===== src/rtl/core/pbd_pkg.sv =====
`default_nettype none

package pbd_pkg;

    localparam int RES_DEPTH_DEFAULT = 4;
    localparam logic [15:0] LIMIT_RESET = 16'd30000;

    // Result kinds
    localparam logic [1:0] KIND_PAYLOAD = 2'd0;
    localparam logic [1:0] KIND_EMPTY   = 2'd1;
    localparam logic [1:0] KIND_STATUS  = 2'd2;

    // Bundle status codes
    localparam logic [2:0] ST_OK          = 3'd0;
    localparam logic [2:0] ST_SHORT_HDR   = 3'd1;
    localparam logic [2:0] ST_OVER_LIMIT  = 3'd2;
    localparam logic [2:0] ST_TRUNC_LEN   = 3'd3;
    localparam logic [2:0] ST_TRUNC_DATA  = 3'd4;

    // Configuration register indexes
    localparam logic REG_COUNT_LIMIT = 1'b0;

    typedef struct packed {
        logic [1:0]  result_kind;
        logic [7:0]  payload_byte;
        logic [15:0] packet_number;
        logic        packet_end;
        logic [2:0]  bundle_status;
        logic        result_last;
    } result_t;

    // Results produced by one accepted byte, in delivery order.
    typedef struct packed {
        logic [1:0] count;
        result_t    first;
        result_t    second;
    } push_t;

endpackage

`default_nettype wire


===== src/rtl/core/pbd_parser.sv =====
`default_nettype none

module pbd_parser
    import pbd_pkg::*;
(
    input  wire logic        aclk,
    input  wire logic        aresetn,
    input  wire logic        in_accept,
    input  wire logic [7:0]  data_byte,
    input  wire logic        bundle_last,
    input  wire logic [15:0] packet_count_limit,
    output push_t            push
);

    localparam logic [2:0] PH_HEADER  = 3'd0;
    localparam logic [2:0] PH_LEN_HI  = 3'd1;
    localparam logic [2:0] PH_LEN_LO  = 3'd2;
    localparam logic [2:0] PH_PAYLOAD = 3'd3;
    localparam logic [2:0] PH_PADDING = 3'd4;
    localparam logic [2:0] PH_ERROR   = 3'd5;

    logic [2:0]  phase_reg,  phase_next;
    logic [1:0]  hdr_pos_reg, hdr_pos_next;
    logic [31:0] count_reg,  count_next;
    logic [15:0] done_reg,   done_next;
    logic [7:0]  len_hi_reg, len_hi_next;
    logic [15:0] remain_reg, remain_next;
    logic [2:0]  error_reg,  error_next;

    logic [15:0] done_inc;
    logic [15:0] length_full;
    logic        have_data;
    result_t     data_res;
    result_t     status_res;

    assign done_inc    = done_reg + 16'd1;
    assign length_full = {len_hi_reg, data_byte};

    always_comb begin
        phase_next   = phase_reg;
        hdr_pos_next = hdr_pos_reg;
        count_next   = count_reg;
        done_next    = done_reg;
        len_hi_next  = len_hi_reg;
        remain_next  = remain_reg;
        error_next   = error_reg;
        have_data    = 1'b0;
        data_res     = '0;
        status_res   = '0;
        push         = '0;

        unique case (phase_reg)
            PH_HEADER: begin
                count_next   = {count_reg[23:0], data_byte};
                hdr_pos_next = hdr_pos_reg + 2'd1;
                if (hdr_pos_reg == 2'd3) begin
                    if (count_next > {16'd0, packet_count_limit}) begin
                        phase_next = PH_ERROR;
                        error_next = ST_OVER_LIMIT;
                    end else if (count_next == 32'd0) begin
                        phase_next = PH_PADDING;
                    end else begin
                        phase_next = PH_LEN_HI;
                    end
                end
            end
            PH_LEN_HI: begin
                len_hi_next = data_byte;
                phase_next  = PH_LEN_LO;
            end
            PH_LEN_LO: begin
                if (length_full == 16'd0) begin
                    have_data              = 1'b1;
                    data_res.result_kind   = KIND_EMPTY;
                    data_res.packet_number = done_reg;
                    data_res.packet_end    = 1'b1;
                    done_next              = done_inc;
                    phase_next = ({16'd0, done_inc} >= count_reg) ? PH_PADDING : PH_LEN_HI;
                end else begin
                    remain_next = length_full;
                    phase_next  = PH_PAYLOAD;
                end
            end
            PH_PAYLOAD: begin
                have_data              = 1'b1;
                data_res.result_kind   = KIND_PAYLOAD;
                data_res.payload_byte  = data_byte;
                data_res.packet_number = done_reg;
                data_res.packet_end    = (remain_reg == 16'd1);
                remain_next            = remain_reg - 16'd1;
                if (remain_reg == 16'd1) begin
                    done_next  = done_inc;
                    phase_next = ({16'd0, done_inc} >= count_reg) ? PH_PADDING : PH_LEN_HI;
                end
            end
            default: begin
            end
        endcase

        // The status reflects the phase reached after this byte was parsed.
        status_res.result_kind   = KIND_STATUS;
        status_res.result_last   = 1'b1;
        status_res.packet_number = count_next[15:0];
        unique case (phase_next)
            PH_HEADER: begin
                status_res.bundle_status = ST_SHORT_HDR;
                status_res.packet_number = 16'd0;
            end
            PH_LEN_HI, PH_LEN_LO: status_res.bundle_status = ST_TRUNC_LEN;
            PH_PAYLOAD:           status_res.bundle_status = ST_TRUNC_DATA;
            PH_ERROR:             status_res.bundle_status = error_next;
            default:              status_res.bundle_status = ST_OK;
        endcase

        if (in_accept) begin
            if (have_data) begin
                push.first = data_res;
                if (bundle_last) begin
                    push.second = status_res;
                    push.count  = 2'd2;
                end else begin
                    push.count = 2'd1;
                end
            end else if (bundle_last) begin
                push.first = status_res;
                push.count = 2'd1;
            end
        end

        if (!in_accept) begin
            phase_next   = phase_reg;
            hdr_pos_next = hdr_pos_reg;
            count_next   = count_reg;
            done_next    = done_reg;
            len_hi_next  = len_hi_reg;
            remain_next  = remain_reg;
            error_next   = error_reg;
        end else if (bundle_last) begin
            phase_next   = PH_HEADER;
            hdr_pos_next = 2'd0;
            count_next   = '0;
            done_next    = '0;
            len_hi_next  = '0;
            remain_next  = '0;
            error_next   = ST_OK;
        end
    end

    always_ff @(posedge aclk) begin
        if (!aresetn) begin
            phase_reg   <= PH_HEADER;
            hdr_pos_reg <= '0;
            count_reg   <= '0;
            done_reg    <= '0;
            len_hi_reg  <= '0;
            remain_reg  <= '0;
            error_reg   <= ST_OK;
        end else begin
            phase_reg   <= phase_next;
            hdr_pos_reg <= hdr_pos_next;
            count_reg   <= count_next;
            done_reg    <= done_next;
            len_hi_reg  <= len_hi_next;
            remain_reg  <= remain_next;
            error_reg   <= error_next;
        end
    end

endmodule

`default_nettype wire


===== src/rtl/core/pbd_result_fifo.sv =====
`default_nettype none

module pbd_result_fifo
    import pbd_pkg::*;
#(
    parameter int RES_DEPTH = RES_DEPTH_DEFAULT,
    localparam int PW = $clog2(RES_DEPTH),
    localparam int LW = $clog2(RES_DEPTH + 1)
)(
    input  wire logic    aclk,
    input  wire logic    aresetn,
    input  push_t        push,
    input  wire logic    pop,
    output result_t      head,
    output logic [LW-1:0] level
);

    // Depth must be a power of two; pointers wrap by overflow.
    result_t        entry_reg [RES_DEPTH];
    logic [PW-1:0]  rd_ptr_reg, rd_ptr_next;
    logic [PW-1:0]  wr_ptr_reg, wr_ptr_next;
    logic [LW-1:0]  level_reg,  level_next;
    logic [PW-1:0]  wr_ptr_inc;

    assign wr_ptr_inc  = wr_ptr_reg + PW'(1);
    assign rd_ptr_next = pop ? rd_ptr_reg + PW'(1) : rd_ptr_reg;
    assign wr_ptr_next = wr_ptr_reg + PW'(push.count);
    assign level_next  = level_reg + LW'(push.count) - LW'(pop);

    always_ff @(posedge aclk) begin
        if (push.count != 2'd0) begin
            entry_reg[wr_ptr_reg] <= push.first;
        end
        if (push.count == 2'd2) begin
            entry_reg[wr_ptr_inc] <= push.second;
        end
    end

    always_ff @(posedge aclk) begin
        if (!aresetn) begin
            rd_ptr_reg <= '0;
            wr_ptr_reg <= '0;
            level_reg  <= '0;
        end else begin
            rd_ptr_reg <= rd_ptr_next;
            wr_ptr_reg <= wr_ptr_next;
            level_reg  <= level_next;
        end
    end

    assign head  = entry_reg[rd_ptr_reg];
    assign level = level_reg;

endmodule

`default_nettype wire


===== src/rtl/core/packet_bundle_deframer.sv =====
// Length-prefixed packet bundle deframer. Bundle bytes enter on the s_ stream one
// per cycle while s_tready is high; each byte is parsed in the cycle it is accepted
// and its results (a payload byte, an empty-packet marker, and on the last bundle
// byte a status) are written into a small result queue that drives the m_ stream
// one result per cycle while m_tready is high, the cycle after acceptance at the
// earliest. The block takes one byte per cycle while two or more queue slots are
// free; only the last byte of a bundle that also carries payload or a marker yields
// two results, and s_tready drops while the queue has fewer than two free slots.
// Payload already delivered is not retracted on an error: the consumer drops the
// bundle when the closing status is not ok.
`default_nettype none

module packet_bundle_deframer
    import pbd_pkg::*;
#(
    parameter int RES_DEPTH = RES_DEPTH_DEFAULT
)(
    input  wire logic        aclk,
    input  wire logic        aresetn,

    input  wire logic        s_tvalid,
    output logic             s_tready,
    input  wire logic [7:0]  s_tdata,   // [7:0] data_byte
    input  wire logic        s_tlast,   // bundle_last

    output logic             m_tvalid,
    input  wire logic        m_tready,
    // [7:0] payload_byte, [23:8] packet_number, [24] packet_end,
    // [27:25] bundle_status, [31:28] zero
    output logic [31:0]      m_tdata,
    output logic [1:0]       m_tuser,   // [1:0] result_kind
    output logic             m_tlast,   // result_last

    input  wire logic        psel,
    input  wire logic        penable,
    input  wire logic        pwrite,
    input  wire logic [2:0]  paddr,
    input  wire logic [31:0] pwdata,
    output logic [31:0]      prdata,
    output logic             pready
);

    localparam int LW = $clog2(RES_DEPTH + 1);

    logic [15:0]   limit_reg;
    logic          in_accept;
    logic          out_pop;
    push_t         push;
    result_t       head;
    logic [LW-1:0] level;

    assign pready = 1'b1;

    always_ff @(posedge aclk) begin
        if (!aresetn) begin
            limit_reg <= LIMIT_RESET;
        end else if (psel && penable && pwrite && pready && paddr[2] == REG_COUNT_LIMIT) begin
            limit_reg <= pwdata[15:0];
        end
    end

    assign prdata = (paddr[2] == REG_COUNT_LIMIT) ? {16'd0, limit_reg} : 32'd0;

    assign s_tready  = (level <= LW'(RES_DEPTH - 2));
    assign in_accept = s_tvalid && s_tready;
    assign out_pop   = m_tvalid && m_tready;

    pbd_parser u_parser (
        .aclk               (aclk),
        .aresetn            (aresetn),
        .in_accept          (in_accept),
        .data_byte          (s_tdata),
        .bundle_last        (s_tlast),
        .packet_count_limit (limit_reg),
        .push               (push)
    );

    pbd_result_fifo #(
        .RES_DEPTH (RES_DEPTH)
    ) u_result_fifo (
        .aclk    (aclk),
        .aresetn (aresetn),
        .push    (push),
        .pop     (out_pop),
        .head    (head),
        .level   (level)
    );

    assign m_tvalid = (level != '0);
    assign m_tdata  = {4'd0, head.bundle_status, head.packet_end,
                       head.packet_number, head.payload_byte};
    assign m_tuser  = head.result_kind;
    assign m_tlast  = head.result_last;

    a_level_bound: assert property (@(posedge aclk) disable iff (!aresetn)
        level <= LW'(RES_DEPTH))
        else $error("result queue level exceeds its depth");

    a_last_queued: assert property (@(posedge aclk) disable iff (!aresetn)
        in_accept && s_tlast |=> m_tvalid)
        else $error("bundle end accepted but no status queued");

    a_last_is_status: assert property (@(posedge aclk) disable iff (!aresetn)
        m_tvalid |-> (m_tlast == (m_tuser == KIND_STATUS)))
        else $error("result_last does not match a status result");

    a_status_only_on_status: assert property (@(posedge aclk) disable iff (!aresetn)
        m_tvalid && m_tuser != KIND_STATUS |-> m_tdata[27:25] == ST_OK)
        else $error("nonzero bundle status on a packet result");

endmodule

`default_nettype wire


===== config.mk =====
export PLATFORM = sky130hd
export DESIGN_NAME = packet_bundle_deframer
export DESIGN_NICKNAME = d
export VERILOG_FILES = /design/src/rtl/core/pbd_pkg.sv /design/src/rtl/core/pbd_parser.sv /design/src/rtl/core/pbd_result_fifo.sv /design/src/rtl/core/packet_bundle_deframer.sv
export SDC_FILE = /design/constraint.sdc
export NUM_CORES = 1
export LEC_CHECK = 0
export BUFFER_PORTS_ARGS = -buffer_cell sky130_fd_sc_hd__buf_2
export CAP_MARGIN = 15
export CORE_MARGIN = 5
export CORE_UTILIZATION = 35
export CTS_BUF_LIST = sky130_fd_sc_hd__clkbuf_4
export CTS_CLUSTER_DIAMETER = 150
export DETAILED_ROUTE_END_ITERATION = 16
export HOLD_SLACK_MARGIN = 0.03
export PLACE_DENSITY = 0.6
export SYNTH_ARGS = -nofsm -noshare
export SYNTH_HDL_FRONTEND = slang
export SYNTH_SLANG_ARGS = --single-unit

===== constraint.sdc =====
create_clock -name aclk -period 5.5 [get_ports aclk]
set_input_delay 0.55 -clock aclk [delete_from_list [all_inputs] [get_ports aclk]]
set_output_delay 0.55 -clock aclk [all_outputs]
set_load 0.005 [all_outputs]

==> results.txt, run 1 <==
----------------------------------------------------
[Outcome]
  Result of the run ... finished clean

[Placed design]
  Count of buffers from port buffering ... 81
  Placed cell areas ... 12400 um2
  GP Congestion ... 0.801
  DP Wirelength ... 20800 um
  Placed cell count ... 1636

[Logic synthesis]
  Synth async-reset ratio ... 0%
  Post-synthesis cell type count ... 68
  Share of the yosys chip area belonging to registers ... 45.0%
  Synthesized area divided by synthesized cell count ... 10.1 um2
  Leading register cell type out of synthesis ... sky130_fd_sc_hd__dfxtp_1
  Post-Synthesis Cells ... 1173
  Number of flip-flops and latches in the synthesized netlist ... 225
  Synth Cell Area ... 11800 um2
  Total of warnings raised by yosys ... 0
  Most common library cells after synthesis ... 145 x sky130_fd_sc_hd__dfxtp_1, 94 x sky130_fd_sc_hd__nand2_1, 81 x sky130_fd_sc_hd__o21ai_0
  Top cells by area, synth ... sky130_fd_sc_hd__dfxtp_1 25%, sky130_fd_sc_hd__edfxtp_1 20%, sky130_fd_sc_hd__mux4_2 5.7%
  Share of Yosys cell area claimed by the top area cell type ... 24.6%
  Most repeated cell in the gate-level netlist after synthesis ... sky130_fd_sc_hd__dfxtp_1
  Post-synth top area cell ... sky130_fd_sc_hd__dfxtp_1
  Number of synthesized flops with an enable pin ... 80

[Clock tree]
  Clock tree from TritonCTS ... done
  Maximum buffer depth of the clock tree ... 3
  H-tree depth ... 3
  Number of buffers added for setup after CTS ... 0
  Cts hold-fix bufs ... 0
  Buffer cell driving the clock tree root ... sky130_fd_sc_hd__clkbuf_4
  Count of instances resized after the clock tree is built ... 0
  Number of clock sinks seen by CTS ... 225
  Clock Latency Late Sink ... 0.70 ns
  Register clock-pin slew on the reported worst setup and hold paths ... 0.06 ns
  Num CTS Buffers ... 66

[Timing]
  Headroom to the max-slew limit ... 30.4%
  Post-Route Skew ... 0.0573 ns
  Max Fclk ... 206 MHz
  Worst hold-check slack ... 0.120 ns
  RSZ-0062 raised after global routing ... false
  Pin slew with the least headroom to its limit ... 1.04 ns
  Endpoints failing hold ... 0
  Minimum period implied by the final worst setup slack ... 4.85 ns
  Final setup violation count ... 0
  Setup TNS Final ... 0 ns
  Max Slew Vio Count ... 0
  Final period utilization ... 88.2%

[Floorplan]
  Initial Utilization ... 35.3%
  Cell Rows ... 67
  Horiz. Die Dim ... 194 um
  Placeable Area ... 33400 um2
  Floorplan die area ... 37500 um2
  Die span in y ... 194 um
  Number of top-level design ports ... 121

[Detailed routing]
  Detailed-routing iteration count for the pre-antenna-repair pass ... 5
  Violation count after the first detailed-routing iteration ... 727
  WL per Instance ... 18.1 um
  Vias per std cell ... 5.34
  Number of nets with antenna violations after detailed routing ... 0
  Via count of the routed design ... 9357
  Residual DRC count ... 0
  Overall routed net length ... 31700 um

[Setup path]
  Data arrival time of the worst path ... 5.25 ns
  CP max FO ... 64
  Critical path data required time ... 5.90 ns
  Critical setup path kind ... flop to flop
  Type of origin of the critical path ... flop
  Critical Path Sink Type ... flop

[Job]
  Count of max-cap constraint violations ... 0

[Finish]
  Post-layout net count ... 1351
  Layout overhead on the synthesized area ... 12.8%
  Largest register FFs ... 120
  Post-route design area ... 13300 um2
  Post-layout instance count excluding filler cells ... 1753
  Number of fill cells ... 3395
  Fraction of layout cells with a size suffix above 1 ... 20.8%

[Global routing]
  Wire length of the first global-routing pass ... 51100 um
  Global routing usage summed across all routing layers ... 16.5%
  Maximum number of pins on one net before global-route repair ... 105
  Overall overflow remaining after global route ... 0
  Number of global-route vias before repair ... 9321
  Number of antenna violations at the first check in global routing ... 1

[Worst hold path]
  Worst hold path class ... primary input to flop

[Power and ir drop]
  Leakage power of the design ... 0.00472 uW
  Power density of the placed cells ... 309 nW/um2
  Maximum VDD drop ... 0.151 mV

----------------------------------------------------
-- through the flow --
step / utilization, % / worst slack (ns) / power [uW]
floorplan: - / 1.57 / 2320
global placement: 37.3 / 0.791 / 2530
detailed placement: 37.3 / 0.746 / 2540
CTS: 39.8 / 0.713 / 4170
global route: 39.9 / 0.402 / 4340
finish: 39.9 / 0.649 / 4110
-- worst max-delay path, cell delays in order, from the launching register on --
cell and delay (ns):
sky130_fd_sc_hd__dfxtp_1 0.53, sky130_fd_sc_hd__ha_1 0.25, sky130_fd_sc_hd__nand3_1 0.17, sky130_fd_sc_hd__nor4_1 0.44, sky130_fd_sc_hd__and3_1 0.32, sky130_fd_sc_hd__nand3_1 0.12
sky130_fd_sc_hd__xnor2_1 0.23, sky130_fd_sc_hd__ha_1 0.30, sky130_fd_sc_hd__a21oi_1 0.17, sky130_fd_sc_hd__nand2_1 0.07, sky130_fd_sc_hd__a21oi_1 0.24, sky130_fd_sc_hd__o211ai_2 0.20
sky130_fd_sc_hd__a41oi_2 0.40, sky130_fd_sc_hd__nand3b_4 0.63, sky130_fd_sc_hd__a32o_1 0.46
-- where the power goes --
group	internal, uW	leakage (uW)	switching [uW]
combinational	287	0.00234	388
clock	886	0.000513	732
sequential	1770	0.00186	45.4
total	2950	0.00472	1170
-- cell type report --
cell class              instances  area (um2)  share of cell area (%)
clock buffers                 101         758                    5.70
repair buffers                105         586                    4.40
diodes                          1        2.50                  0.0188
flip-flops and latches        225        5310                    39.9
well taps                     448         561                    4.21
inverters                      49         184                    1.38
clock inverters                14        95.1                   0.715
multi-input cells             810        5810                    43.7
-- cell usage in the layout, fill, tap and decap left out, drive strengths merged, types with 60 or more instances in the layout --
cell type	Yosys	routed
dfxtp	145	145
buf	48	105
clkbuf	60	101
nand2	94	94
o21ai	89	89
edfxtp	80	80
nor2b	79	79
a32o	64	64
nand3	61	61
nor2	60	60
-- path summary, 6_finish.rpt --
| path | to | cells past startpoint | slack, ns | start |
|---|---|---|---|---|
| setup / recovery | u_result_fifo.entry_reg[3][16]$_DFFE_PP_ | 14 | 0.65 | u_parser.done_reg[0]$_SDFFE_PN0P_ |
| hold / removal | limit_reg[10]$_SDFFE_PN1P_ | 3 | 0.12 | pwdata[10] |
| setup reg to reg | u_result_fifo.entry_reg[3][16]$_DFFE_PP_ | 14 | 0.65 | u_parser.done_reg[0]$_SDFFE_PN0P_ |
| hold reg to reg | limit_reg[1]$_SDFFE_PN0P_ | 2 | 0.47 | limit_reg[1]$_SDFFE_PN0P_ |
-- metal layers --
metal  global-route usage [%]  vias to the layer above  wire, um
li1                         -                     4520         -
met1                     22.9                     4544     14900
met2                     26.4                      241     14700
met3                     2.77                       52      1520
met4                     5.25                        0       620
met5                        0                        -         0
-- kinds of logic after synthesis --
| group | Yosys count | synth area share (%) |
|---|---|---|
| DFF | 225 | 45.0 |
| adders and majority gates | 43 | 4.63 |
| other | 2 | 0.0637 |
| and+or+nand+nor | 385 | 17.1 |
| buffers and inverters | 157 | 6.34 |
| muxes | 37 | 6.39 |
| AOI/OAI and AO/OA | 301 | 18.8 |
| xor gates and xnor gates | 23 | 1.71 |
Power figures use the tool's default switching activity.
==> run 2: changes to the inputs <==
PLACE_DENSITY = 0.62   (was 0.6)
clock period = 4.35 ns   (was 5.5 ns; I/O delays follow)
==> run 2 against run 1 <==
Net effect:
- first-iteration DRC count down 11%
- total power up 23%
- via count up 1.5%
- sequential power up 27%
- clock-buffer cell count down 10
- final area up 1.9%
- largest cell class unchanged
- combinational power up 24%
- non-clock buffer count up 29
- flip-flop and latch count unchanged
- maximum frequency up 18%
- clock skew up 0.018 ns
- hold slack better by 0.059 ns
==> results.txt, run 2 (synthesis gave the netlist of run 1 again) <==
----------------------------------------------------
[Outcome]
  Result of the run ... finished clean (unchanged)

[Placed design]
  GP Congestion ... 0.822 (was 0.801)
  Placed cell count ... 1649 (was 1636)
  DP Wirelength ... 20700 um (was 20800 um)
  Count of buffers from port buffering ... 81 (unchanged)

[Job]
  Count of max-cap constraint violations ... 0 (unchanged)

[Clock tree]
  Num CTS Buffers ... 61 (was 66)
  Number of clock sinks seen by CTS ... 225 (unchanged)
  Register clock-pin slew on the reported worst setup and hold paths ... 0.07 ns (was 0.06 ns)
  Maximum buffer depth of the clock tree ... 3 (unchanged)
  Clock tree from TritonCTS ... done (unchanged)
  H-tree depth ... 2 (was 3)
  Buffer cell driving the clock tree root ... sky130_fd_sc_hd__clkbuf_4 (unchanged)
  Number of buffers added for setup after CTS ... 0 (unchanged)
  Clock Latency Late Sink ... 0.73 ns (was 0.70 ns)

[Global routing]
  Overall overflow remaining after global route ... 0 (unchanged)
  Number of global-route vias before repair ... 9239 (was 9321)
  Number of antenna violations at the first check in global routing ... 1 (unchanged)
  Wire length of the first global-routing pass ... 49800 um (was 51100 um)
  Maximum number of pins on one net before global-route repair ... 105 (unchanged)
  Global routing usage summed across all routing layers ... 16.0% (was 16.5%)

[Setup path]
  Critical Path Sink Type ... flop (unchanged)
  Data arrival time of the worst path ... 4.55 ns (was 5.25 ns)
  Critical path data required time ... 4.79 ns (was 5.90 ns)
  Type of origin of the critical path ... flop (unchanged)
  CP max FO ... 5 (was 64)
  Critical setup path kind ... flop to flop (unchanged)

[Finish]
  Area taken by flip-flops and latches ... 5310 um2 (about the same)
  Number of fill cells ... 3341 (was 3395)
  Most frequent standard cell in the layout excluding fill and tap cells ... sky130_fd_sc_hd__dfxtp_1 (unchanged)
  Post-route core utilization ... 40.6% (was 39.9%)
  Post-layout instance count excluding filler cells ... 1779 (was 1753)
  Area taken by multi-input logic gates ... 5840 um2 (was 5810 um2)
  Fraction of layout cells with a size suffix above 1 ... 20.7% (was 20.8%)
  Largest register FFs ... 120 (unchanged)
  Layout overhead on the synthesized area ... 15.0% (was 12.8%)
  Post-layout net count ... 1375 (was 1351)
  Most frequent cells in the layout ... 143 x sky130_fd_sc_hd__dfxtp_1, 94 x sky130_fd_sc_hd__nand2_1, 91 x sky130_fd_sc_hd__clkbuf_4, 81 x sky130_fd_sc_hd__o21ai_0 (was 144 x sky130_fd_sc_hd__dfxtp_1, 101 x sky130_fd_sc_hd__clkbuf_4, 94 x sky130_fd_sc_hd__nand2_1, 81 x sky130_fd_sc_hd__o21ai_0, 81 x sky130_fd_sc_hd__buf_2)

[Timing]
  Final period utilization ... 94.5% (was 88.2%)
  Endpoints failing hold ... 0 (unchanged)
  Final setup violation count ... 0 (unchanged)
  Max Slew Vio Count ... 0 (unchanged)
  Setup TNS Final ... 0 ns (unchanged)
  Pin slew with the least headroom to its limit ... 0.950 ns (was 1.04 ns)
  Headroom to the max-slew limit ... 36.0% (was 30.4%)
  RSZ-0062 raised after global routing ... false (unchanged)
  Post-Route Skew ... 0.0757 ns (was 0.0573 ns)
  Minimum period implied by the final worst setup slack ... 4.11 ns (was 4.85 ns)
  Max Fclk ... 243 MHz (was 206 MHz)

[Floorplan]
  Floorplan die area ... 37500 um2 (unchanged)
  Initial Utilization ... 35.3% (unchanged)
  Horiz. Die Dim ... 194 um (unchanged)
  Die span in y ... 194 um (unchanged)
  Placeable Area ... 33400 um2 (unchanged)
  Number of top-level design ports ... 121 (unchanged)
  Cell Rows ... 67 (unchanged)

[Detailed routing]
  Vias per std cell ... 5.34 (about the same)
  Violation count after the first detailed-routing iteration ... 648 (was 727)
  Number of nets with antenna violations after detailed routing ... 0 (unchanged)
  Residual DRC count ... 0 (unchanged)
  WL per Instance ... 17.5 um (was 18.1 um)
  Detailed-routing iteration count for the pre-antenna-repair pass ... 5 (unchanged)
  Via count of the routed design ... 9496 (was 9357)
  Overall routed net length ... 31200 um (was 31700 um)

[Worst hold path]
  Worst hold path class ... primary input to flop (unchanged)

[Power and ir drop]
  Power density of the placed cells ... 374 nW/um2 (was 309 nW/um2)
  Pint ... 3630 uW (was 2950 uW)
  Logic gate share of total power ... 16.5% (was 16.4%)
  Share of power burned in registers ... 45.8% (was 44.2%)
  Clock network fraction of design power ... 37.7% (was 39.3%)
  Maximum VDD drop ... 0.169 mV (was 0.151 mV)
  Proportion of total power due to net switching ... 28.4% (about the same)
  Sw power ... 1440 uW (was 1170 uW)
  Leakage power of the design ... 0.00484 uW (was 0.00472 uW)

----------------------------------------------------
-- run 2: changes by cell type in the layout (fill, tap and decap cells not counted), moves of 2 or more --
cell                            previous run  this run
sky130_fd_sc_hd__buf_4                    24        37
sky130_fd_sc_hd__nor4_1                   12        10
sky130_fd_sc_hd__clkinv_1                  6        15
sky130_fd_sc_hd__dlygate4sd3_1             0        16
sky130_fd_sc_hd__clkbuf_4                101        91
sky130_fd_sc_hd__inv_2                     4         2
-- run 2: layout make-up --
class	instances	area share [%]
multi-input cells	810	43.1
flip-flops and latches	225	39.1
repair buffers	134	6.33
clock buffers	91	5.04
well taps	448	4.13
inverters	49	1.36
clock inverters	21	0.895
diodes	1	0.0185
-- run 2: power by group through the flow --
stage	logic (uW)	registers (uW)	clock network [uW]
finish	839	2320	1910
global route	935	2330	2090
CTS	849	2320	1980
detailed placement	836	2370	0
global placement	823	2370	0
floorplan	613	2320	0
-- run 2: worst paths after layout --
kind | from | end | slack [ns] | cells past startpoint
min | s_tdata[0] | u_result_fifo.entry_reg[0][21]$_SDFFE_PP0P_ | 0.18 | 3
min reg2reg | u_result_fifo.entry_reg[3][25]$_SDFFE_PP0P_ | u_result_fifo.entry_reg[3][25]$_SDFFE_PP0P_ | 0.47 | 2
max reg2reg | u_parser.done_reg[0]$_SDFFE_PN0P_ | u_result_fifo.entry_reg[3][2]$_DFFE_PP_ | 0.24 | 14
max | u_parser.done_reg[0]$_SDFFE_PN0P_ | u_result_fifo.entry_reg[3][2]$_DFFE_PP_ | 0.24 | 14
-- run 2: per-stage QoR --
stage | total power (uW) | setup WS, ns | hold WS, ns | instance area [um2]
after floorplan | 2930 | 0.416 | 0.438 | 11900
after global placement | 3190 | 0.184 | 0.447 | 12500
after detailed placement | 3210 | 0.125 | 0.457 | 12500
after CTS | 5150 | 0.0917 | 0.112 | 13500
after global routing | 5360 | 0.00922 | 0.136 | 13600
final | 5070 | 0.238 | 0.179 | 13600
-- run 2: timing repair --
action	4_1_cts	5_1_grt
endpoints found under the hold margin	16	0
setup endpoints to repair	0	71
resized for setup	0	5
hold buffers	16	0
-- run 2: worst max-delay path: stages, from the launching register on --
cell                       delay [ns]
sky130_fd_sc_hd__dfxtp_1         0.43
sky130_fd_sc_hd__ha_1            0.22
sky130_fd_sc_hd__nand3_1         0.17
sky130_fd_sc_hd__nor4_2          0.31
sky130_fd_sc_hd__and3_1          0.26
sky130_fd_sc_hd__nand3_1         0.11
sky130_fd_sc_hd__xnor2_1         0.18
sky130_fd_sc_hd__ha_1            0.34
sky130_fd_sc_hd__nand4_1         0.15
sky130_fd_sc_hd__or4_1           0.57
sky130_fd_sc_hd__o211ai_2        0.13
sky130_fd_sc_hd__a41oi_2         0.17
sky130_fd_sc_hd__or3_1           0.37
sky130_fd_sc_hd__a41oi_4         0.32
sky130_fd_sc_hd__nor2b_1         0.09
-- run 2: routing by layer --
| layer | share of wire (%) | global-route usage [%] | vias up |
|---|---|---|---|
| li1 | - | - | 4571 |
| met1 | 46 | 22.2 | 4573 |
| met2 | 45 | 24.7 | 307 |
| met3 | 7.2 | 3.83 | 45 |
| met4 | 1.8 | 5.09 | 0 |
| met5 | 0 | 0 | - |
